$ cat src/rtl/core/slfm_pkg.sv
// types, constants and defaults shared by the fault monitor core
package slfm_pkg;

   localparam int MAX_CHANNELS    = 16;
   localparam int DEF_CHANNELS    = 13;
   localparam int DEF_AVG         = 16;
   localparam int DEF_SAMPLE_BITS = 12;
   localparam int QUEUE_DEPTH     = 2;

   localparam int SAMPLE_W   = 12;
   localparam int THR_W      = 12;
   localparam int SUM_W      = 16;
   localparam int CHAN_IDX_W = 4;
   localparam int SPAN_W     = 16;
   localparam int TIME_W     = 32;
   localparam int STATE_W    = 3;
   localparam int NIBBLE_W   = 4;
   localparam int PACKED_W   = MAX_CHANNELS * NIBBLE_W;
   localparam int BAT_W      = 14;
   localparam int CSR_W      = 16;
   localparam int CSR_IDX_W  = 3;

   // battery scale 115/38, division done as multiply by reciprocal
   localparam int BAT_PROD_W  = 19;
   localparam int BAT_MUL     = 115;
   localparam int BAT_RECIP_W = 20;
   localparam int BAT_RECIP   = 883012;
   localparam int BAT_SHIFT   = 25;

   localparam logic [THR_W-1:0]      RST_SHORT_THR   = 12'd200;
   localparam logic [THR_W-1:0]      RST_WATER_THR   = 12'd1500;
   localparam logic [THR_W-1:0]      RST_OPEN_THR    = 12'd3900;
   localparam logic [CHAN_IDX_W-1:0] RST_BATTERY_CH  = 4'd12;
   localparam logic [SPAN_W-1:0]     RST_DEADTIME    = 16'd10;
   localparam logic [SPAN_W-1:0]     RST_TIMEOUT     = 16'd5000;
   localparam logic [SPAN_W-1:0]     RST_WRITE_DELAY = 16'd1000;

   typedef enum logic [STATE_W-1:0] {
      CH_OK    = 3'd0,
      CH_SHORT = 3'd1,
      CH_WATER = 3'd2,
      CH_OPEN  = 3'd3,
      CH_FAIL  = 3'd4
   } chan_state_type;

   typedef enum logic [CSR_IDX_W-1:0] {
      CSR_SHORT_THR   = 3'd0,
      CSR_WATER_THR   = 3'd1,
      CSR_OPEN_THR    = 3'd2,
      CSR_BATTERY_CH  = 3'd3,
      CSR_DEADTIME    = 3'd4,
      CSR_TIMEOUT     = 3'd5,
      CSR_WRITE_DELAY = 3'd6
   } csr_index_type;

   typedef enum logic {
      ITEM_SAMPLE = 1'b0,
      ITEM_TICK   = 1'b1
   } item_kind_type;

   typedef enum logic [3:0] {
      SEQ_IDLE,
      SEQ_ACC,
      SEQ_DIV,
      SEQ_SCALE,
      SEQ_BATT,
      SEQ_MEAS,
      SEQ_DEAD,
      SEQ_SCAN,
      SEQ_REPORT,
      SEQ_DONE
   } seq_state_type;

   typedef struct packed {
      item_kind_type         kind;
      logic [SAMPLE_W-1:0]   sample;
      logic                  ext_ok;
   } item_type;

   typedef struct packed {
      logic full;
      logic empty;
   } queue_status_type;

   typedef struct packed {
      logic [THR_W-1:0]      short_thr;
      logic [THR_W-1:0]      water_thr;
      logic [THR_W-1:0]      open_thr;
      logic [CHAN_IDX_W-1:0] battery_ch;
      logic [SPAN_W-1:0]     deadtime;
      logic [SPAN_W-1:0]     timeout;
      logic [SPAN_W-1:0]     write_delay;
   } cfg_type;

endpackage

$ cat src/rtl/core/slfm_front.sv
// input stage: takes a transaction, classifies it and hands it to the queue
module slfm_front #(
   parameter int SAMPLE_BITS = slfm_pkg::DEF_SAMPLE_BITS
) (
   input  logic                          clock,
   input  logic                          reset,
   input  logic                          req_valid,
   output logic                          req_stall,
   input  logic                          req_command,
   input  logic [slfm_pkg::SAMPLE_W-1:0] req_sample,
   input  logic                          req_ext_power_ok,
   input  slfm_pkg::queue_status_type    q_status,
   output logic                          q_push,
   output slfm_pkg::item_type            q_item
);
   import slfm_pkg::*;

   localparam logic [SAMPLE_W-1:0] SAMPLE_MASK = SAMPLE_W'((32'd1 << SAMPLE_BITS) - 32'd1);

   logic     valid_ff;
   logic     valid_in;
   item_type item_ff;
   item_type item_in;
   logic     accept;

   assign req_stall = valid_ff && q_status.full;
   assign accept    = req_valid && !req_stall;
   assign q_push    = valid_ff && !q_status.full;
   assign q_item    = item_ff;

   always_comb begin
      valid_in = valid_ff;
      item_in  = item_ff;
      if (accept) begin
         valid_in       = 1'b1;
         item_in.kind   = req_command ? ITEM_TICK : ITEM_SAMPLE;
         item_in.sample = req_sample & SAMPLE_MASK;
         item_in.ext_ok = req_ext_power_ok;
      end else if (q_push) begin
         valid_in = 1'b0;
      end
   end

   always_ff @(posedge clock) begin
      if (reset) begin
         valid_ff <= 1'b0;
      end else begin
         valid_ff <= valid_in;
      end
   end

   always_ff @(posedge clock) begin
      item_ff <= item_in;
   end

endmodule

$ cat src/rtl/core/slfm_fifo.sv
// short queue of classified transactions between front and back
module slfm_fifo #(
   parameter int DEPTH = slfm_pkg::QUEUE_DEPTH
) (
   input  logic                       clock,
   input  logic                       reset,
   input  logic                       push,
   input  slfm_pkg::item_type         push_item,
   input  logic                       pop,
   output slfm_pkg::item_type         pop_item,
   output slfm_pkg::queue_status_type status
);
   import slfm_pkg::*;

   localparam int PTR_W = $clog2(DEPTH);
   localparam int CNT_W = $clog2(DEPTH + 1);

   item_type         entry_ff [DEPTH];
   logic [PTR_W-1:0] wr_ptr_ff;
   logic [PTR_W-1:0] wr_ptr_in;
   logic [PTR_W-1:0] rd_ptr_ff;
   logic [PTR_W-1:0] rd_ptr_in;
   logic [CNT_W-1:0] count_ff;
   logic [CNT_W-1:0] count_in;

   assign status.full  = (count_ff == CNT_W'(DEPTH));
   assign status.empty = (count_ff == '0);
   assign pop_item     = entry_ff[rd_ptr_ff];

   always_comb begin
      wr_ptr_in = wr_ptr_ff;
      rd_ptr_in = rd_ptr_ff;
      count_in  = count_ff;
      if (push) begin
         wr_ptr_in = (wr_ptr_ff == PTR_W'(DEPTH - 1)) ? '0 : wr_ptr_ff + PTR_W'(1);
      end
      if (pop) begin
         rd_ptr_in = (rd_ptr_ff == PTR_W'(DEPTH - 1)) ? '0 : rd_ptr_ff + PTR_W'(1);
      end
      case ({push, pop})
         2'b10:   count_in = count_ff + CNT_W'(1);
         2'b01:   count_in = count_ff - CNT_W'(1);
         default: count_in = count_ff;
      endcase
   end

   always_ff @(posedge clock) begin
      if (reset) begin
         wr_ptr_ff <= '0;
         rd_ptr_ff <= '0;
         count_ff  <= '0;
      end else begin
         wr_ptr_ff <= wr_ptr_in;
         rd_ptr_ff <= rd_ptr_in;
         count_ff  <= count_in;
      end
   end

   always_ff @(posedge clock) begin
      if (push) begin
         entry_ff[wr_ptr_ff] <= push_item;
      end
   end

endmodule

$ cat src/rtl/core/slfm_back.sv
// sequencer that carries out one transaction: averaging, classification, timers, report
module slfm_back #(
   parameter int CHANNELS = slfm_pkg::DEF_CHANNELS,
   parameter int AVG      = slfm_pkg::DEF_AVG
) (
   input  logic                            clock,
   input  logic                            reset,
   input  slfm_pkg::cfg_type               cfg,
   input  slfm_pkg::queue_status_type      q_status,
   input  slfm_pkg::item_type              q_item,
   output logic                            q_pop,
   output logic                            rsp_valid,
   input  logic                            rsp_stall,
   output logic                            rsp_measured_valid,
   output logic [slfm_pkg::CHAN_IDX_W-1:0] rsp_measured_channel,
   output logic [slfm_pkg::STATE_W-1:0]    rsp_measured_state,
   output logic                            rsp_report,
   output logic [slfm_pkg::PACKED_W-1:0]   rsp_states_packed,
   output logic [slfm_pkg::BAT_W-1:0]      rsp_battery_value
);
   import slfm_pkg::*;

   localparam int CH_W      = $clog2(CHANNELS);
   localparam int CNT_W     = $clog2(AVG + 1);
   localparam int AVG_SHIFT = SUM_W + $clog2(AVG);
   localparam logic [SUM_W:0] AVG_RECIP =
      (SUM_W + 1)'(((64'd1 << AVG_SHIFT) + 64'(AVG) - 64'd1) / 64'(AVG));
   localparam logic [BAT_RECIP_W-1:0] BAT_RECIP_C = BAT_RECIP_W'(BAT_RECIP);

   function automatic chan_state_type classify(input logic [SAMPLE_W-1:0] avg,
                                               input cfg_type c);
      chan_state_type r;
      if (avg < c.short_thr) begin
         r = CH_SHORT;
      end else if (avg < c.water_thr) begin
         r = CH_WATER;
      end else if (avg > c.open_thr) begin
         r = CH_OPEN;
      end else begin
         r = CH_OK;
      end
      return r;
   endfunction

   seq_state_type           seq_ff, seq_in;
   item_type                item_ff, item_in;
   logic [TIME_W-1:0]       now_ff, now_in;
   logic [CH_W-1:0]         cur_ff, cur_in;
   logic [TIME_W-1:0]       switch_stamp_ff, switch_stamp_in;
   logic                    active_ff, active_in;
   logic [SUM_W-1:0]        sum_ff, sum_in;
   logic [CNT_W-1:0]        count_ff, count_in;
   logic [SAMPLE_W-1:0]     avg_ff, avg_in;
   logic [BAT_PROD_W-1:0]   bat_prod_ff, bat_prod_in;
   logic [BAT_W-1:0]        bat_val_ff, bat_val_in;
   chan_state_type          chan_state_ff [CHANNELS];
   chan_state_type          chan_state_in [CHANNELS];
   logic                    pending_ff [CHANNELS];
   logic                    pending_in [CHANNELS];
   logic [TIME_W-1:0]       chan_stamp_ff [CHANNELS];
   logic [TIME_W-1:0]       chan_stamp_in [CHANNELS];
   logic [BAT_W-1:0]        battery_ff, battery_in;
   logic                    changed_ff, changed_in;
   logic [TIME_W-1:0]       report_stamp_ff, report_stamp_in;
   logic [CH_W-1:0]         scan_ff, scan_in;
   logic                    res_valid_ff, res_valid_in;
   logic [CH_W-1:0]         res_chan_ff, res_chan_in;
   chan_state_type          res_state_ff, res_state_in;
   logic                    res_report_ff, res_report_in;
   logic                    rsp_valid_ff, rsp_valid_in;
   logic                    rsp_meas_ff;
   logic [CHAN_IDX_W-1:0]   rsp_chan_ff;
   chan_state_type          rsp_state_ff;
   logic                    rsp_report_ff;
   logic [PACKED_W-1:0]     rsp_packed_ff;
   logic [BAT_W-1:0]        rsp_battery_ff;

   logic                    is_tick;
   logic                    acc_take;
   logic [CNT_W-1:0]        count_acc;
   logic                    acc_done;
   logic [2*SUM_W:0]        avg_prod;
   logic [BAT_PROD_W+BAT_RECIP_W-1:0] bat_full;
   logic [CH_W-1:0]         rd_idx;
   chan_state_type          rd_state;
   chan_state_type          meas_class;
   logic                    is_batt;
   logic                    dead_due;
   logic                    scan_due;
   logic                    scan_last;
   logic                    report_due;
   logic                    out_free;
   logic                    out_load;
   logic [PACKED_W-1:0]     packed_states;

   assign is_tick   = (item_ff.kind == ITEM_TICK);
   assign acc_take  = !is_tick && active_ff && (count_ff < CNT_W'(AVG));
   assign count_acc = acc_take ? count_ff + CNT_W'(1) : count_ff;
   assign acc_done  = active_ff && (count_acc >= CNT_W'(AVG));

   assign avg_prod = sum_ff * AVG_RECIP;
   assign bat_full = bat_prod_ff * BAT_RECIP_C;

   assign rd_idx     = (seq_ff == SEQ_MEAS) ? cur_ff : scan_ff;
   assign rd_state   = chan_state_ff[rd_idx];
   assign meas_class = classify(avg_ff, cfg);
   assign is_batt    = (cfg.battery_ch == CHAN_IDX_W'(cur_ff));

   assign dead_due   = (now_ff - switch_stamp_ff) >= TIME_W'(cfg.deadtime);
   assign scan_due   = (rd_state != CH_OK) && pending_ff[scan_ff] &&
                       ((now_ff - chan_stamp_ff[scan_ff]) >= TIME_W'(cfg.timeout));
   assign scan_last  = (scan_ff == CH_W'(CHANNELS - 1));
   assign report_due = changed_ff &&
                       ((now_ff - report_stamp_ff) >= TIME_W'(cfg.write_delay));

   assign out_free = !rsp_valid_ff || !rsp_stall;
   assign out_load = (seq_ff == SEQ_DONE) && out_free;

   for (genvar g = 0; g < MAX_CHANNELS; g++) begin : g_pack
      if (g < CHANNELS) begin : g_used
         assign packed_states[g*NIBBLE_W +: NIBBLE_W] = NIBBLE_W'(chan_state_ff[g]);
      end else begin : g_unused
         assign packed_states[g*NIBBLE_W +: NIBBLE_W] = '0;
      end
   end

   // next state
   always_comb begin
      seq_in = seq_ff;
      case (seq_ff)
         SEQ_IDLE: begin
            if (!q_status.empty) begin
               seq_in = SEQ_ACC;
            end
         end
         SEQ_ACC:    seq_in = acc_done ? SEQ_DIV : SEQ_DEAD;
         SEQ_DIV:    seq_in = SEQ_SCALE;
         SEQ_SCALE:  seq_in = SEQ_BATT;
         SEQ_BATT:   seq_in = SEQ_MEAS;
         SEQ_MEAS:   seq_in = SEQ_DEAD;
         SEQ_DEAD:   seq_in = SEQ_SCAN;
         SEQ_SCAN: begin
            if (scan_last) begin
               seq_in = SEQ_REPORT;
            end
         end
         SEQ_REPORT: seq_in = SEQ_DONE;
         SEQ_DONE: begin
            if (out_free) begin
               seq_in = SEQ_IDLE;
            end
         end
         default:    seq_in = SEQ_IDLE;
      endcase
   end

   // datapath and outputs
   always_comb begin
      q_pop           = 1'b0;
      item_in         = item_ff;
      now_in          = now_ff;
      cur_in          = cur_ff;
      switch_stamp_in = switch_stamp_ff;
      active_in       = active_ff;
      sum_in          = sum_ff;
      count_in        = count_ff;
      avg_in          = avg_ff;
      bat_prod_in     = bat_prod_ff;
      bat_val_in      = bat_val_ff;
      chan_state_in   = chan_state_ff;
      pending_in      = pending_ff;
      chan_stamp_in   = chan_stamp_ff;
      battery_in      = battery_ff;
      changed_in      = changed_ff;
      report_stamp_in = report_stamp_ff;
      scan_in         = scan_ff;
      res_valid_in    = res_valid_ff;
      res_chan_in     = res_chan_ff;
      res_state_in    = res_state_ff;
      res_report_in   = res_report_ff;

      case (seq_ff)
         SEQ_IDLE: begin
            if (!q_status.empty) begin
               q_pop         = 1'b1;
               item_in       = q_item;
               res_valid_in  = 1'b0;
               res_chan_in   = '0;
               res_state_in  = CH_OK;
               res_report_in = 1'b0;
            end
         end
         SEQ_ACC: begin
            now_in = now_ff + TIME_W'(is_tick);
            if (acc_take) begin
               sum_in   = sum_ff + SUM_W'(item_ff.sample);
               count_in = count_acc;
            end
         end
         SEQ_DIV: begin
            avg_in = avg_prod[AVG_SHIFT +: SAMPLE_W];
         end
         SEQ_SCALE: begin
            bat_prod_in = BAT_PROD_W'(avg_ff) * BAT_PROD_W'(BAT_MUL);
         end
         SEQ_BATT: begin
            bat_val_in = bat_full[BAT_SHIFT +: BAT_W];
         end
         SEQ_MEAS: begin
            if (is_batt) begin
               if (!item_ff.ext_ok) begin
                  battery_in = bat_val_ff;
                  if (rd_state == CH_OK) begin
                     chan_state_in[cur_ff] = CH_FAIL;
                     pending_in[cur_ff]    = 1'b1;
                     chan_stamp_in[cur_ff] = now_ff - TIME_W'(cfg.timeout);
                     res_state_in          = CH_FAIL;
                  end else begin
                     res_state_in = rd_state;
                  end
               end else begin
                  battery_in            = '0;
                  chan_state_in[cur_ff] = CH_OK;
                  pending_in[cur_ff]    = 1'b0;
                  res_state_in          = CH_OK;
               end
            end else begin
               if (meas_class != CH_OK && rd_state == CH_OK) begin
                  pending_in[cur_ff]    = 1'b1;
                  chan_stamp_in[cur_ff] = now_ff;
               end else if (meas_class == CH_OK && rd_state != CH_OK) begin
                  pending_in[cur_ff] = 1'b0;
               end
               chan_state_in[cur_ff] = meas_class;
               res_state_in          = meas_class;
            end
            res_valid_in    = 1'b1;
            res_chan_in     = cur_ff;
            cur_in          = (cur_ff == CH_W'(CHANNELS - 1)) ? '0 : cur_ff + CH_W'(1);
            switch_stamp_in = now_ff;
            active_in       = 1'b0;
            sum_in          = '0;
            count_in        = '0;
         end
         SEQ_DEAD: begin
            if (!active_ff && dead_due) begin
               switch_stamp_in = now_ff;
               active_in       = 1'b1;
            end
            scan_in = '0;
         end
         SEQ_SCAN: begin
            if (scan_due) begin
               chan_stamp_in[scan_ff] = now_ff;
               pending_in[scan_ff]    = 1'b0;
               changed_in             = 1'b1;
            end
            if (!scan_last) begin
               scan_in = scan_ff + CH_W'(1);
            end
         end
         SEQ_REPORT: begin
            if (report_due) begin
               report_stamp_in = now_ff;
               changed_in      = 1'b0;
               res_report_in   = 1'b1;
               for (int i = 0; i < CHANNELS; i++) begin
                  if (CHAN_IDX_W'(i) != cfg.battery_ch) begin
                     pending_in[i] = 1'b0;
                  end
               end
            end
         end
         default: begin
         end
      endcase

      if (out_load) begin
         rsp_valid_in = 1'b1;
      end else if (!rsp_stall) begin
         rsp_valid_in = 1'b0;
      end else begin
         rsp_valid_in = rsp_valid_ff;
      end
   end

   always_ff @(posedge clock) begin
      if (reset) begin
         seq_ff          <= SEQ_IDLE;
         now_ff          <= '0;
         cur_ff          <= '0;
         switch_stamp_ff <= '0;
         active_ff       <= 1'b0;
         sum_ff          <= '0;
         count_ff        <= '0;
         chan_state_ff   <= '{default: CH_OK};
         pending_ff      <= '{default: 1'b0};
         chan_stamp_ff   <= '{default: '0};
         battery_ff      <= '0;
         changed_ff      <= 1'b0;
         report_stamp_ff <= '0;
         scan_ff         <= '0;
         rsp_valid_ff    <= 1'b0;
      end else begin
         seq_ff          <= seq_in;
         now_ff          <= now_in;
         cur_ff          <= cur_in;
         switch_stamp_ff <= switch_stamp_in;
         active_ff       <= active_in;
         sum_ff          <= sum_in;
         count_ff        <= count_in;
         chan_state_ff   <= chan_state_in;
         pending_ff      <= pending_in;
         chan_stamp_ff   <= chan_stamp_in;
         battery_ff      <= battery_in;
         changed_ff      <= changed_in;
         report_stamp_ff <= report_stamp_in;
         scan_ff         <= scan_in;
         rsp_valid_ff    <= rsp_valid_in;
      end
   end

   always_ff @(posedge clock) begin
      item_ff       <= item_in;
      avg_ff        <= avg_in;
      bat_prod_ff   <= bat_prod_in;
      bat_val_ff    <= bat_val_in;
      res_valid_ff  <= res_valid_in;
      res_chan_ff   <= res_chan_in;
      res_state_ff  <= res_state_in;
      res_report_ff <= res_report_in;
      if (out_load) begin
         rsp_meas_ff    <= res_valid_ff;
         rsp_chan_ff    <= CHAN_IDX_W'(res_chan_ff);
         rsp_state_ff   <= res_state_ff;
         rsp_report_ff  <= res_report_ff;
         rsp_packed_ff  <= packed_states;
         rsp_battery_ff <= battery_ff;
      end
   end

   assign rsp_valid            = rsp_valid_ff;
   assign rsp_measured_valid   = rsp_meas_ff;
   assign rsp_measured_channel = rsp_chan_ff;
   assign rsp_measured_state   = rsp_state_ff;
   assign rsp_report           = rsp_report_ff;
   assign rsp_states_packed    = rsp_packed_ff;
   assign rsp_battery_value    = rsp_battery_ff;

endmodule

$ cat src/rtl/core/sensor_loop_fault_monitor_core.sv
// Sensor loop fault monitor core, top level.
// req channel: one transaction per ADC sample (command 0) or millisecond tick
// (command 1), with the external power flag. rsp channel: exactly one result
// per request transaction, in order: measurement done flag, channel and state,
// report flag, all channel states packed by nibble and the battery reading.
// csr port: one write per cycle, register index and data, no read-back.
// The back-end sequencer finishes one transaction before it takes the next: it
// visits every channel timer once per transaction and, when the transaction
// completes a channel measurement, also does the average divide, the two
// battery scale multiplies and the channel update.
// A two-entry queue and an input register sit in front of the sequencer, so a
// few requests are taken while a result waits; req_stall rises once they fill.
// While rsp_valid and rsp_stall are both high the result register holds its value unchanged.
// Synchronous reset restores the register defaults, clears all channel
// states, timers and pending flags and empties the queue and result register.
module sensor_loop_fault_monitor_core #(
   parameter int CHANNELS    = slfm_pkg::DEF_CHANNELS,
   parameter int AVG         = slfm_pkg::DEF_AVG,
   parameter int SAMPLE_BITS = slfm_pkg::DEF_SAMPLE_BITS
) (
   input  logic                            clock,
   input  logic                            reset,
   input  logic                            req_valid,
   output logic                            req_stall,
   input  logic                            req_command,
   input  logic [slfm_pkg::SAMPLE_W-1:0]   req_sample,
   input  logic                            req_ext_power_ok,
   output logic                            rsp_valid,
   input  logic                            rsp_stall,
   output logic                            rsp_measured_valid,
   output logic [slfm_pkg::CHAN_IDX_W-1:0] rsp_measured_channel,
   output logic [slfm_pkg::STATE_W-1:0]    rsp_measured_state,
   output logic                            rsp_report,
   output logic [slfm_pkg::PACKED_W-1:0]   rsp_states_packed,
   output logic [slfm_pkg::BAT_W-1:0]      rsp_battery_value,
   input  logic                            csr_write,
   input  logic [slfm_pkg::CSR_IDX_W-1:0]  csr_index,
   input  logic [slfm_pkg::CSR_W-1:0]      csr_wdata
);
   import slfm_pkg::*;

   cfg_type          cfg_ff;
   cfg_type          cfg_in;
   queue_status_type q_status;
   item_type         push_item;
   item_type         pop_item;
   logic             q_push;
   logic             q_pop;

   always_comb begin
      cfg_in = cfg_ff;
      if (csr_write) begin
         case (csr_index)
            CSR_SHORT_THR:   cfg_in.short_thr   = csr_wdata[THR_W-1:0];
            CSR_WATER_THR:   cfg_in.water_thr   = csr_wdata[THR_W-1:0];
            CSR_OPEN_THR:    cfg_in.open_thr    = csr_wdata[THR_W-1:0];
            CSR_BATTERY_CH:  cfg_in.battery_ch  = csr_wdata[CHAN_IDX_W-1:0];
            CSR_DEADTIME:    cfg_in.deadtime    = csr_wdata[SPAN_W-1:0];
            CSR_TIMEOUT:     cfg_in.timeout     = csr_wdata[SPAN_W-1:0];
            CSR_WRITE_DELAY: cfg_in.write_delay = csr_wdata[SPAN_W-1:0];
            default:         cfg_in = cfg_ff;
         endcase
      end
   end

   always_ff @(posedge clock) begin
      if (reset) begin
         cfg_ff.short_thr   <= RST_SHORT_THR;
         cfg_ff.water_thr   <= RST_WATER_THR;
         cfg_ff.open_thr    <= RST_OPEN_THR;
         cfg_ff.battery_ch  <= RST_BATTERY_CH;
         cfg_ff.deadtime    <= RST_DEADTIME;
         cfg_ff.timeout     <= RST_TIMEOUT;
         cfg_ff.write_delay <= RST_WRITE_DELAY;
      end else begin
         cfg_ff <= cfg_in;
      end
   end

   slfm_front #(
      .SAMPLE_BITS (SAMPLE_BITS)
   ) u_front (
      .clock            (clock),
      .reset            (reset),
      .req_valid        (req_valid),
      .req_stall        (req_stall),
      .req_command      (req_command),
      .req_sample       (req_sample),
      .req_ext_power_ok (req_ext_power_ok),
      .q_status         (q_status),
      .q_push           (q_push),
      .q_item           (push_item)
   );

   slfm_fifo #(
      .DEPTH (QUEUE_DEPTH)
   ) u_fifo (
      .clock     (clock),
      .reset     (reset),
      .push      (q_push),
      .push_item (push_item),
      .pop       (q_pop),
      .pop_item  (pop_item),
      .status    (q_status)
   );

   slfm_back #(
      .CHANNELS (CHANNELS),
      .AVG      (AVG)
   ) u_back (
      .clock                (clock),
      .reset                (reset),
      .cfg                  (cfg_ff),
      .q_status             (q_status),
      .q_item               (pop_item),
      .q_pop                (q_pop),
      .rsp_valid            (rsp_valid),
      .rsp_stall            (rsp_stall),
      .rsp_measured_valid   (rsp_measured_valid),
      .rsp_measured_channel (rsp_measured_channel),
      .rsp_measured_state   (rsp_measured_state),
      .rsp_report           (rsp_report),
      .rsp_states_packed    (rsp_states_packed),
      .rsp_battery_value    (rsp_battery_value)
   );

endmodule

$ cat config.mk
export PLATFORM = sky130hd
export DESIGN_NAME = sensor_loop_fault_monitor_core
export DESIGN_NICKNAME = d
export VERILOG_FILES = /design/src/rtl/core/slfm_pkg.sv /design/src/rtl/core/slfm_front.sv /design/src/rtl/core/slfm_fifo.sv /design/src/rtl/core/slfm_back.sv /design/src/rtl/core/sensor_loop_fault_monitor_core.sv
export SDC_FILE = /design/constraint.sdc
export NUM_CORES = 2
export LEC_CHECK = 0
export ABC_CLOCK_PERIOD_IN_PS = 17300
export BUFFER_PORTS_ARGS = -buffer_cell sky130_fd_sc_hd__buf_4
export CAP_MARGIN = 20
export CELL_PAD_IN_SITES_DETAIL_PLACEMENT = 1
export CELL_PAD_IN_SITES_GLOBAL_PLACEMENT = 1
export CORE_UTILIZATION = 54
export CTS_CLUSTER_SIZE = 12
export DETAILED_ROUTE_END_ITERATION = 6
export PLACE_DENSITY = 0.92
export SYNTH_ARGS = -nofsm -noshare
export SYNTH_HDL_FRONTEND = slang
export SYNTH_SLANG_ARGS = --single-unit
$ cat constraint.sdc
create_clock -name clock -period 17.3 [get_ports clock]
set_clock_uncertainty 0.1 [all_clocks]
set_input_delay 1.73 -clock clock [delete_from_list [all_inputs] [get_ports clock]]
set_output_delay 1.73 -clock clock [all_outputs]
set_load 0.01 [all_outputs]
==> out/metrics.csv <==
stage;metric;value;unit
run_status;status;finished, violations left;
run_status;violations;DRC, slew limit;
timing;layout_setup_ws;7.60;ns
floorplan;dieArea;105000;um2
logic_synthesis;netlist_area;56000;um2
timing;worst_pin_slew;1.52;ns
timing;slew_headroom;-1.29;%
drt;wl_per_cell;32.8;um
timing;grt_setup_unrepaired;false;
clock_network;cts.sinks;879;
setup_path;cp.depth;25;
final_layout;final_cell_mix;703 x dfxtp_1, 621 x nor2_1, 484 x nand2_1;
final_layout;n_fill_cell;11300;
place;dp_slack;8.54;ns
timing;whs;0.320;ns
final_layout;register_area;19300;um2
logic_synthesis;yosysUniqueCellTypes;88;
global_routing;gr-total-overflow;0;
drt;post_drt_via_cell_ratio;7.44;
final_layout;final_common_cell;dfxtp_1;
final_layout;postLayoutCellArea;60900;um2
run;maxCapViolations;0;
place;portBuffers;101;
power_and_ir_drop;peakVddDrop;687;uV
power_and_ir_drop;powerDensity;163;nW/um2
final_layout;area_growth;8.88;%
setup_path;endpoint_kind;register;
drt;vias;55000;
drt;dr.pass1.iters;7;
clock_network;cts.path.max_buffers;3;
worst_hold_path;hold_path.class;register to register;
logic_synthesis;postSynthAreaPerCell;9.23;um2
timing;setup_tns;0;ns
place;gp_congestion;0.947;
timing;slew_viol_final;1;
clock_network;ctsHoldBuffers;0;
setup_path;path_common_cell;buf_4;
setup_path;crit_slowest_cell;a221oi_1;
final_layout;multi_input_area;33300;um2
setup_path;rr_worst_depth;25;
floorplan;chipHeight;324;um
clock_network;path_clk_slew;0.07;ns
logic_synthesis;synth_edf_count;172;
logic_synthesis;synthCells;6067;
setup_path;critPathArrivalTime;10.28;ns
drt;ant_nets;0;
timing;fin_crit_sh;56.1;%
logic_synthesis;synth_top_flop_cell;dfxtp_1;
floorplan;row_count;117;
setup_path;cp-start-kind;register;
clock_network;root_buffer;clkbuf_16;
global_routing;grt_pass1_vias;57300;
logic_synthesis;synth_seq_cells;879;
setup_path;crit_buf_inv;3;
final_layout;nets;6535;
setup_path;required;17.89;ns
clock_network;cts_tree;yes;
timing;max_freq;0.103;GHz
setup_path;path_class;register to register;
clock_network;htree_levels;3;
final_layout;drive_gt1_share;9.79;%
clock_network;cts_buffers;95;
clock_network;clk_latency;0.76;ns
global_routing;antenna_found_initial;21;
place;hpwl;143;mm
global_routing;grt_pass1_wl;357;mm
timing;finalSetupViolations;0;
place;placed_area;57600;um2
global_routing;grt_max_degree;104;
timing;min_period;9.70;ns
drt;routed_wl;242;mm
drt;first_iter_violations;7480;
clock_network;cts_setup_buffers;0;
timing;hold_violations;0;
worst_hold_path;min_path_cells;0;
logic_synthesis;ys_seq_area_share;34.5;%
clock_network;ctsResizeCount;0;
setup_path;cpPeakStageDelay;1.11;ns
global_routing;grt_use_total;45.0;%
logic_synthesis;synth-async-reset-ratio;0;%
logic_synthesis;yosysWarnings;0;
drt;drc;9;
power_and_ir_drop;total_power;0.00993;W
floorplan;core_region_area;102000;um2
power_and_ir_drop;p_leak;26.5;nW
floorplan;io_pins;127;
floorplan;chipWidth;324;um
setup_path;cpLargestDelayFamily;compound AO/OA/AOI/OAI gates;
setup_path;path_max_fanout;64;
floorplan;initial_core_util;54.7;%
## cells in the mapped netlist, types with 147 or more instances
cell	count	area, um2
o21ai_0	147	736
a21oi_1	385	1930
a211oi_1	160	1200
nor2_1	627	2350
o221ai_1	256	2240
clkbuf_1	375	1410
fa_1	149	2980
nand2_1	495	1860
mux2i_1	148	1480
edfxtp_1	172	5160
o211a_1	253	2530
inv_1	437	1640
ha_1	408	5100
dfxtp_1	707	14200
## path summary, 6_finish.rpt
check	from	end	slack [ns]
setup / recovery	u_back.scan_ff[0]	u_back.chan_stamp_ff[195]	7.60
hold / removal	u_back.res_chan_ff[2]	u_back.rsp_measured_channel[2]	0.32
setup reg to reg	u_back.scan_ff[0]	u_back.chan_stamp_ff[195]	7.60
hold reg to reg	u_back.res_chan_ff[2]	u_back.rsp_measured_channel[2]	0.32
## kinds of logic (layout without fill, tap and decap cells)
logic type	after synthesis	in the layout	share of synthesized area [%]
AOI/OAI and AO/OA	1679	1679	22.2
xor gates and xnor gates	158	158	2.47
adders and majority gates	557	557	14.4
buffers and inverters	921	846	6.48
DFF	879	879	34.5
muxes	269	269	7.14
other	1	35	0.00670
and+or+nand+nor	1603	1603	12.8
## layer usage
layer	GRT usage [%]	routed length, um
met1	49.9	81900
met2	68.4	106000
met3	17.5	32100
met4	36.2	22400
met5	0.278	167
## stage by stage
stage                     cells  util (%)
final                      7394      59.6
after global routing       7385      59.5
after CTS                  7363      59.4
after detailed placement   7190      56.3
after global placement     7188      56.3
after floorplan            6091         -
## cell type report
class,instances,area share [%]
well taps,1368,2.81
flip-flops and latches,879,31.7
multi-input cells,4291,54.6
diodes,10,0.0411
clock buffers,140,4.48
clock inverters,33,0.704
repair buffers,235,2.93
inverters,438,2.71
## sequential cells by signal, indices dropped and copies added (netlist names), 5 cells and up, named ones only
register	flops
u_front.q_item	14
u_back.bat_val_ff	14
u_back.item_ff	13
u_fifo.entry_ff	28
u_back.chan_state_ff	39
u_back.rsp_states_packed	39
u_back.battery_ff	14
u_back.sum_ff	16
u_back.bat_prod_ff	19
u_back.switch_stamp_ff	32
u_back.count_ff	5
u_back.avg_ff	12
u_back.rsp_battery_value	14
cfg_ff	88
u_back.chan_stamp_ff	416
u_back.now_ff	32
u_back.report_stamp_ff	32
## power breakdown
group | total, W | switching [W] | internal, W
combinational | 0.00527 | 0.00331 | 0.00196
clock | 0.00217 | 0.000983 | 0.00119
sequential | 0.00249 | 0.000131 | 0.00236
total | 0.00993 | 0.00442 | 0.00551
Note: power is estimated with default switching activity, not from simulation.
